===== src/rtl/jsbv_pkg.sv =====
// Package for the JSON string body validator: request and response structs,
// status, function and phase codes, character constants and the hex decoder.
// Depends on nothing; every RTL file of the block imports it.
package jsbv_pkg;

  localparam int unsigned LengthBits = 24;
  localparam int unsigned CountBits  = LengthBits + 1;

  localparam logic [LengthBits-1:0] MaxBodyReset = LengthBits'(1048576);

  typedef logic [1:0] func_t;
  localparam func_t FUNC_BEGIN = 2'd0;
  localparam func_t FUNC_DATA  = 2'd1;
  localparam func_t FUNC_END   = 2'd2;

  typedef logic [2:0] status_t;
  localparam status_t ST_PENDING  = 3'd0;
  localparam status_t ST_COMPLETE = 3'd1;
  localparam status_t ST_SYNTAX   = 3'd2;
  localparam status_t ST_EOF      = 3'd3;
  localparam status_t ST_UNICODE  = 3'd4;
  localparam status_t ST_UTF8     = 3'd5;
  localparam status_t ST_LARGE    = 3'd6;
  localparam status_t ST_INACTIVE = 3'd7;

  typedef enum logic [6:0] {
    PH_NORMAL   = 7'b0000001,
    PH_ESCAPE   = 7'b0000010,
    PH_HEX_HI   = 7'b0000100,
    PH_WANT_BS  = 7'b0001000,
    PH_WANT_U   = 7'b0010000,
    PH_HEX_LO   = 7'b0100000,
    PH_UTF8     = 7'b1000000
  } phase_t;

  localparam logic [7:0] CH_DQUOTE  = 8'h22;
  localparam logic [7:0] CH_SQUOTE  = 8'h27;
  localparam logic [7:0] CH_SLASH   = 8'h2F;
  localparam logic [7:0] CH_BSLASH  = 8'h5C;
  localparam logic [7:0] CH_LOWER_U = 8'h75;
  localparam logic [7:0] CH_CTRL_END = 8'h20;
  localparam logic [7:0] UTF8_CONT_MASK = 8'hC0;
  localparam logic [7:0] UTF8_CONT_TAG  = 8'h80;
  localparam logic [7:0] UTF8_LEAD2 = 8'hC2;
  localparam logic [7:0] UTF8_LEAD3 = 8'hE0;
  localparam logic [7:0] UTF8_LEAD4 = 8'hF0;
  localparam logic [7:0] UTF8_LEAD_END = 8'hF5;

  localparam logic [15:0] HI_SURR_MIN = 16'hD800;
  localparam logic [15:0] HI_SURR_MAX = 16'hDBFF;
  localparam logic [15:0] LO_SURR_MIN = 16'hDC00;
  localparam logic [15:0] LO_SURR_MAX = 16'hDFFF;

  typedef struct packed {
    func_t      func;
    logic [7:0] data_byte;
    logic       single_quoted;
  } req_t;

  typedef struct packed {
    status_t              status;
    logic                 has_escape;
    logic [CountBits-1:0] body_length;
  } rsp_t;

  // Returns {valid, nibble} for an ASCII hex digit.
  function automatic logic [4:0] hex_digit(input logic [7:0] b);
    logic [4:0] r;
    r = 5'd0;
    if (b inside {[8'h30:8'h39]}) begin
      r = {1'b1, b[3:0]};
    end else if (b inside {[8'h41:8'h46], [8'h61:8'h66]}) begin
      r = {1'b1, b[3:0] + 4'd9};
    end
    return r;
  endfunction

endpackage


===== src/rtl/json_string_body_validator_core.sv =====
// Top level of the JSON string body validator: string state, per-byte checks
// and a registered response stage with a configurable body length limit.
// Depends on jsbv_pkg.
//
//   Port group | Direction | Payload
//   in_        | request   | jsbv_pkg::req_t (func, data_byte, single_quoted)
//   out_       | response  | jsbv_pkg::rsp_t (status, has_escape, body_length)
//   cfg_       | write     | max_body_bytes, 24 bits
//
// One request is taken per cycle unless a stalled response holds the output
// register; its response is registered there on acceptance. The rate is set
// by the single state update per byte. A new request is taken in the same
// cycle the held response leaves. Reset closes any string, empties the output
// register and sets the limit to 1048576.
module json_string_body_validator_core (
  input  logic                          clk,
  input  logic                          rst_n,
  input  logic                          in_valid,
  output logic                          in_ready,
  input  jsbv_pkg::req_t                in_req,
  output logic                          out_valid,
  input  logic                          out_ready,
  output jsbv_pkg::rsp_t                out_rsp,
  input  logic                          cfg_valid,
  output logic                          cfg_ready,
  input  logic [jsbv_pkg::LengthBits-1:0] cfg_data
);
  import jsbv_pkg::*;

  logic [LengthBits-1:0] max_r;
  logic                  active_r, active_nxt;
  logic                  single_r, single_nxt;
  phase_t                phase_r, phase_nxt;
  logic [15:0]           hex_r, hex_nxt;
  logic [2:0]            left_r, left_nxt;
  logic                  esc_r, esc_nxt;
  logic [CountBits-1:0]  count_r, count_nxt;
  logic                  out_valid_r;
  rsp_t                  out_rsp_r;
  status_t               status;
  logic                  in_fire;
  logic [7:0]            c;
  logic [7:0]            closer;
  logic [4:0]            hd;
  logic [15:0]           hex_shift;
  logic [2:0]            left_dec;
  logic                  under_limit;

  assign in_ready  = !out_valid_r || out_ready;
  assign in_fire   = in_valid && in_ready;
  assign cfg_ready = 1'b1;
  assign out_valid = out_valid_r;
  assign out_rsp   = out_rsp_r;

  assign c           = in_req.data_byte;
  assign closer      = single_r ? CH_SQUOTE : CH_DQUOTE;
  assign hd          = hex_digit(c);
  assign hex_shift   = {hex_r[11:0], hd[3:0]};
  assign left_dec    = (left_r != 3'd0) ? left_r - 3'd1 : 3'd0;
  assign under_limit = count_r <= {1'b0, max_r};

  always_comb begin
    active_nxt = active_r;
    single_nxt = single_r;
    phase_nxt  = phase_r;
    hex_nxt    = hex_r;
    left_nxt   = left_r;
    esc_nxt    = esc_r;
    count_nxt  = count_r;
    status     = ST_PENDING;
    if (in_req.func == FUNC_BEGIN) begin
      active_nxt = 1'b1;
      single_nxt = in_req.single_quoted;
      phase_nxt  = PH_NORMAL;
      hex_nxt    = 16'd0;
      left_nxt   = 3'd0;
      esc_nxt    = 1'b0;
      count_nxt  = '0;
    end else if (!active_r) begin
      status = ST_INACTIVE;
    end else if (in_req.func == FUNC_DATA) begin
      if (phase_r == PH_NORMAL && c == closer) begin
        active_nxt = 1'b0;
        status     = under_limit ? ST_COMPLETE : ST_LARGE;
      end else begin
        if (under_limit) begin
          count_nxt = count_r + 1'b1;
        end
        case (phase_r)
          PH_NORMAL: begin
            if (c < CH_CTRL_END) begin
              active_nxt = 1'b0;
              status     = ST_SYNTAX;
            end else if (c == CH_BSLASH) begin
              esc_nxt   = 1'b1;
              phase_nxt = PH_ESCAPE;
            end else if (c < UTF8_CONT_TAG) begin
              status = ST_PENDING;
            end else if (c < UTF8_LEAD2 || c >= UTF8_LEAD_END) begin
              active_nxt = 1'b0;
              status     = ST_UTF8;
            end else begin
              phase_nxt = PH_UTF8;
              if (c < UTF8_LEAD3) begin
                left_nxt = 3'd1;
              end else if (c < UTF8_LEAD4) begin
                left_nxt = 3'd2;
              end else begin
                left_nxt = 3'd3;
              end
            end
          end
          PH_ESCAPE: begin
            if (c == CH_LOWER_U) begin
              phase_nxt = PH_HEX_HI;
              left_nxt  = 3'd4;
              hex_nxt   = 16'd0;
            end else if (c inside {CH_DQUOTE, CH_BSLASH, CH_SLASH, 8'h62, 8'h66,
                                   8'h6E, 8'h72, 8'h74} ||
                         (c == CH_SQUOTE && single_r)) begin
              phase_nxt = PH_NORMAL;
            end else begin
              active_nxt = 1'b0;
              status     = ST_SYNTAX;
            end
          end
          PH_HEX_HI, PH_HEX_LO: begin
            if (!hd[4]) begin
              active_nxt = 1'b0;
              status     = ST_UNICODE;
            end else begin
              hex_nxt  = hex_shift;
              left_nxt = left_dec;
              if (left_dec == 3'd0) begin
                if (phase_r == PH_HEX_LO) begin
                  if (hex_shift < LO_SURR_MIN || hex_shift > LO_SURR_MAX) begin
                    active_nxt = 1'b0;
                    status     = ST_UNICODE;
                  end else begin
                    phase_nxt = PH_NORMAL;
                  end
                end else if (hex_shift >= HI_SURR_MIN && hex_shift <= HI_SURR_MAX) begin
                  phase_nxt = PH_WANT_BS;
                end else if (hex_shift >= LO_SURR_MIN && hex_shift <= LO_SURR_MAX) begin
                  active_nxt = 1'b0;
                  status     = ST_UNICODE;
                end else begin
                  phase_nxt = PH_NORMAL;
                end
              end
            end
          end
          PH_WANT_BS: begin
            if (c == CH_BSLASH) begin
              phase_nxt = PH_WANT_U;
            end else begin
              active_nxt = 1'b0;
              status     = ST_UNICODE;
            end
          end
          PH_WANT_U: begin
            if (c == CH_LOWER_U) begin
              phase_nxt = PH_HEX_LO;
              left_nxt  = 3'd4;
              hex_nxt   = 16'd0;
            end else begin
              active_nxt = 1'b0;
              status     = ST_UNICODE;
            end
          end
          default: begin
            if ((c & UTF8_CONT_MASK) != UTF8_CONT_TAG) begin
              active_nxt = 1'b0;
              status     = ST_UTF8;
            end else begin
              left_nxt = left_dec;
              if (left_dec == 3'd0) begin
                phase_nxt = PH_NORMAL;
              end
            end
          end
        endcase
      end
    end else if (in_req.func == FUNC_END) begin
      active_nxt = 1'b0;
      case (phase_r)
        PH_NORMAL, PH_ESCAPE: status = ST_EOF;
        PH_UTF8:              status = ST_UTF8;
        default:              status = ST_UNICODE;
      endcase
    end
  end

  always_ff @(posedge clk) begin
    if (!rst_n) begin
      max_r       <= MaxBodyReset;
      active_r    <= 1'b0;
      single_r    <= 1'b0;
      phase_r     <= PH_NORMAL;
      hex_r       <= 16'd0;
      left_r      <= 3'd0;
      esc_r       <= 1'b0;
      count_r     <= '0;
      out_valid_r <= 1'b0;
    end else begin
      if (cfg_valid && cfg_ready) begin
        max_r <= cfg_data;
      end
      if (in_fire) begin
        active_r    <= active_nxt;
        single_r    <= single_nxt;
        phase_r     <= phase_nxt;
        hex_r       <= hex_nxt;
        left_r      <= left_nxt;
        esc_r       <= esc_nxt;
        count_r     <= count_nxt;
        out_valid_r <= 1'b1;
      end else if (out_ready) begin
        out_valid_r <= 1'b0;
      end
    end
  end

  always_ff @(posedge clk) begin
    if (in_fire) begin
      out_rsp_r.status      <= status;
      out_rsp_r.has_escape  <= esc_nxt;
      out_rsp_r.body_length <= count_nxt;
    end
  end

  a_begin_resp: assert property (@(posedge clk) disable iff (!rst_n)
    in_fire && in_req.func == FUNC_BEGIN |=>
      out_valid && out_rsp.status == ST_PENDING && out_rsp.body_length == '0 &&
      !out_rsp.has_escape)
    else $error("Begin request did not give an empty pending response.");

  a_inactive_resp: assert property (@(posedge clk) disable iff (!rst_n)
    in_fire && !active_r && in_req.func != FUNC_BEGIN |=>
      out_rsp.status == ST_INACTIVE && $stable(count_r))
    else $error("Request with no open string changed state or status.");

  a_utf8_left: assert property (@(posedge clk) disable iff (!rst_n)
    active_r && phase_r == PH_UTF8 |-> left_r != 3'd0 && left_r < 3'd4)
    else $error("Open UTF-8 sequence has no continuation bytes pending.");

  a_hold_resp: assert property (@(posedge clk) disable iff (!rst_n)
    out_valid && !out_ready |=> out_valid && $stable(out_rsp))
    else $error("Stalled response was lost or changed.");

endmodule


===== config.mk =====
export PLATFORM = sky130hd
export DESIGN_NAME = json_string_body_validator_core
export DESIGN_NICKNAME = d
export VERILOG_FILES = /design/src/rtl/jsbv_pkg.sv /design/src/rtl/json_string_body_validator_core.sv
export SDC_FILE = /design/constraint.sdc
export NUM_CORES = 1
export LEC_CHECK = 0
export BUFFER_PORTS_ARGS = -buffer_cell sky130_fd_sc_hd__clkbuf_2
export CAP_MARGIN = 20
export CORE_ASPECT_RATIO = 0.9
export CORE_UTILIZATION = 50
export CTS_CLUSTER_SIZE = 25
export DETAILED_ROUTE_END_ITERATION = 10
export GPL_ROUTABILITY_DRIVEN = 0
export PLACE_DENSITY_LB_ADDON = 0.05
export RECOVER_POWER = 25
export REMOVE_ABC_BUFFERS = 1
export SETUP_SLACK_MARGIN = 0.02
export SYNTH_ARGS = -nofsm -noshare
export SYNTH_HDL_FRONTEND = slang
export SYNTH_SLANG_ARGS = --single-unit

===== constraint.sdc =====
create_clock -name clk -period 3.95 [get_ports clk]
set_clock_uncertainty 0.2 [all_clocks]
set_input_delay 1.185 -clock clk [delete_from_list [all_inputs] [get_ports clk]]
set_output_delay 1.185 -clock clk [all_outputs]
set_load 0.05 [all_outputs]

==> results.tsv <==
metric	value	unit
failed_checks	max-capacitance violations, max-slew violations	
die_y	110	um
syn_to_final_growth	10.9	%
final_core_util	0.566	
post_cts_resized	0	
boundaryPins	72	
die_x	122	um
htree_num_levels	3	
hp-class	reg2reg	
drt-total-wl	17.1	mm
cts-buffers-inserted	9	
ys.warnings.count	0	
arrival	3.64	ns
clock_latency	0.36	ns
clock_tree.root_cell	clkbuf_16	
fp-row-count	39	
synthTopCellsByArea	dfxtp_1 23%, edfxtp_1 13%, ha_1 6.0%, a21oi_1 4.1%, mux2i_1 4.0%	
vdd_drop_max	302	uV
synth_seq_cells	104	
status	finished with violations	
hold_buffers	0	
initialDrtViolationCount	534	
grt_pass1_wl	27.6	mm
seq_area_frac_synth	0.366	
period_share	0.897	
rsz0062_at_grt	no	
numClockSinks	104	
die-area	0.0134	sq mm
port_buffers	70	
crit_top_cell	nor3_1	
nNetsFinal	882	
ys.flop_type	dfxtp_1	
first_pass_iters	5	
synth.avg_cell_area	8.49	sq um
whs	0.256	ns
yosysUniqueCellTypes	81	
postCtsSetupRepairBufs	0	
period_needed	3.54	ns
critPathKind	in2reg	
drt_drc_violations_left	0	
vias	6002	
cts_tree	done	
netlist_instances	763	
setup_viol	0	
path_cells	clkbuf_2, inv_1, ha_1, nor3b_1, nor3_1, nor3_1, nor2_1, a2111o_1, or4_1, nand3_1	
netlist_area	0.00648	sq mm
antenna_found_initial	0	
yosys.area.top_type	dfxtp_1	
drive_above_1_share	0.134	
cts.clk_slew.worst_paths	0.07	ns
routed_via_density	6.12	
start_kind	primary input	
slowest_stage	a2111o_1	
required	4.05	ns
grt_max_degree	36	
worstPathMaxFanout	10	
slew_viol_final	26	
max_cap_viol_count	1	
clock.fmax	0.282	GHz
hpwl	12.3	mm
hold_viol_final	0	
wire_per_inst	17.5	um
grt.total_usage	0.264	
max-slew-margin-rel	-0.192	
antennaDiodeCount	0	
synth_edf_count	29	
grt-ovfl-total	0	
slowest_delay	0.58	ns
p_leak	0.00270	uW
cp-end-kind	register	
grt_pass1_vias	5371	
p_per_area	324	mW/mm^2
start_util	0.511	
tightest_slew	1.79	ns
async_flop_share	0	
synth_top_area_frac	0.232	
core	0.0127	sq mm
drtAntennaViolNets	0	
clk_path_buf_depth	2	
## cells by family (layout without fill, tap and decap cells)
kind of cell,Yosys count,count (layout),share of synthesized area
simple gates,297,297,0.244
compound gates,196,196,0.207
flops,104,104,0.366
buf+inv,94,147,0.0629
fa+ha+maj,31,31,0.0598
mux,27,27,0.0419
xor+xnor,13,13,0.0176
other cells,1,1,0.000579
## stage by stage
| step | cell area, sq um | instances | setup TNS [ns] | setup WS [ns] | total power [uW] |
|---|---|---|---|---|---|
| 2_1_floorplan | 6230 | 712 | -10.23 | -0.419 | 1360 |
| 3_3_place_gp | 6930 | 964 | 0 | 0.224 | 1470 |
| 3_5_place_dp | 6930 | 964 | 0 | 0.114 | 1480 |
| 4_1_cts | 7210 | 980 | 0 | 0.459 | 2340 |
| 5_1_grt | 7190 | 980 | 0 | 0.301 | 2420 |
| 6_report | 7190 | 980 | 0 | 0.407 | 2330 |
## registers in the layout, summed over array words and instances (netlist names)
signal / cells
phase_r: 7
hex_r: 12
count_r: 25
max_r: 24
single_r: 1
out_valid: 1
esc_r: 1
active_r: 1
out_rsp: 29
left_r: 3
## area by class of cell
| class | count | area [sq um] |
|---|---|---|
| fillers | 1189 | 5500 |
| multi-input cells | 565 | 3700 |
| clock buffers | 10 | 239 |
| clock inverters | 6 | 41.3 |
| inverters | 43 | 161 |
| well taps | 164 | 205 |
| flip-flops and latches | 104 | 2370 |
| repair buffers | 88 | 464 |
## cell usage after synthesis (all sizes together) (20+ instances only)
cell and number:
dfxtp 75, nand2 65, nor2 63, a21oi 53
inv 42, o21ai 41, ha 31, clkbuf 29
edfxtp 29, mux2i 26, nand3 26, buf 22
nor3 20
## report_power, final
| part | leakage (uW) | switching, uW | internal (uW) |
|---|---|---|---|
| combinational | 0.00166 | 226 | 92.0 |
| clock | 0.000143 | 422 | 449 |
| sequential | 0.000896 | 16.1 | 1130 |
## placed cells by master (no fill, tap or decap), types with 16 or more instances in the layout
cell type,instances
nand4_1,19
nand3_1,26
edfxtp_1,29
nor2_1,62
nor3_1,19
o21ai_0,40
mux2i_1,26
ha_1,31
buf_4,17
or3_1,19
o31ai_1,16
clkbuf_2,56
inv_1,42
nand2_1,65
a21oi_1,53
dfxtp_1,75
## final timing paths
check,startpoint,endpoint,slack [ns],cells past startpoint
min,esc_r,esc_r,0.26,2
max,in_req[1],phase_r[4],0.41,10
min reg2reg,esc_r,esc_r,0.26,2
max reg2reg,max_r[23],count_r[20],0.61,10
## worst max-delay path, delay by kind of cell
| kind | cells | cell delay (ns) |
|---|---|---|
| buffers and inverters | 2 | 0.26 |
| AO/OA/AOI/OAI | 1 | 0.58 |
| AND/OR/NAND/NOR | 6 | 1.32 |
| adder cells (fa/ha/maj) | 1 | 0.30 |
## per-layer routing
layer  vias up  GRT usage  wire length, um
met1      2831      0.382             8310
met5         -          0                0
met2       215      0.392             7510
met3        16     0.0653             1140
li1       2940          -                -
met4         0     0.0644              174
(Power assumes the default switching activity.)
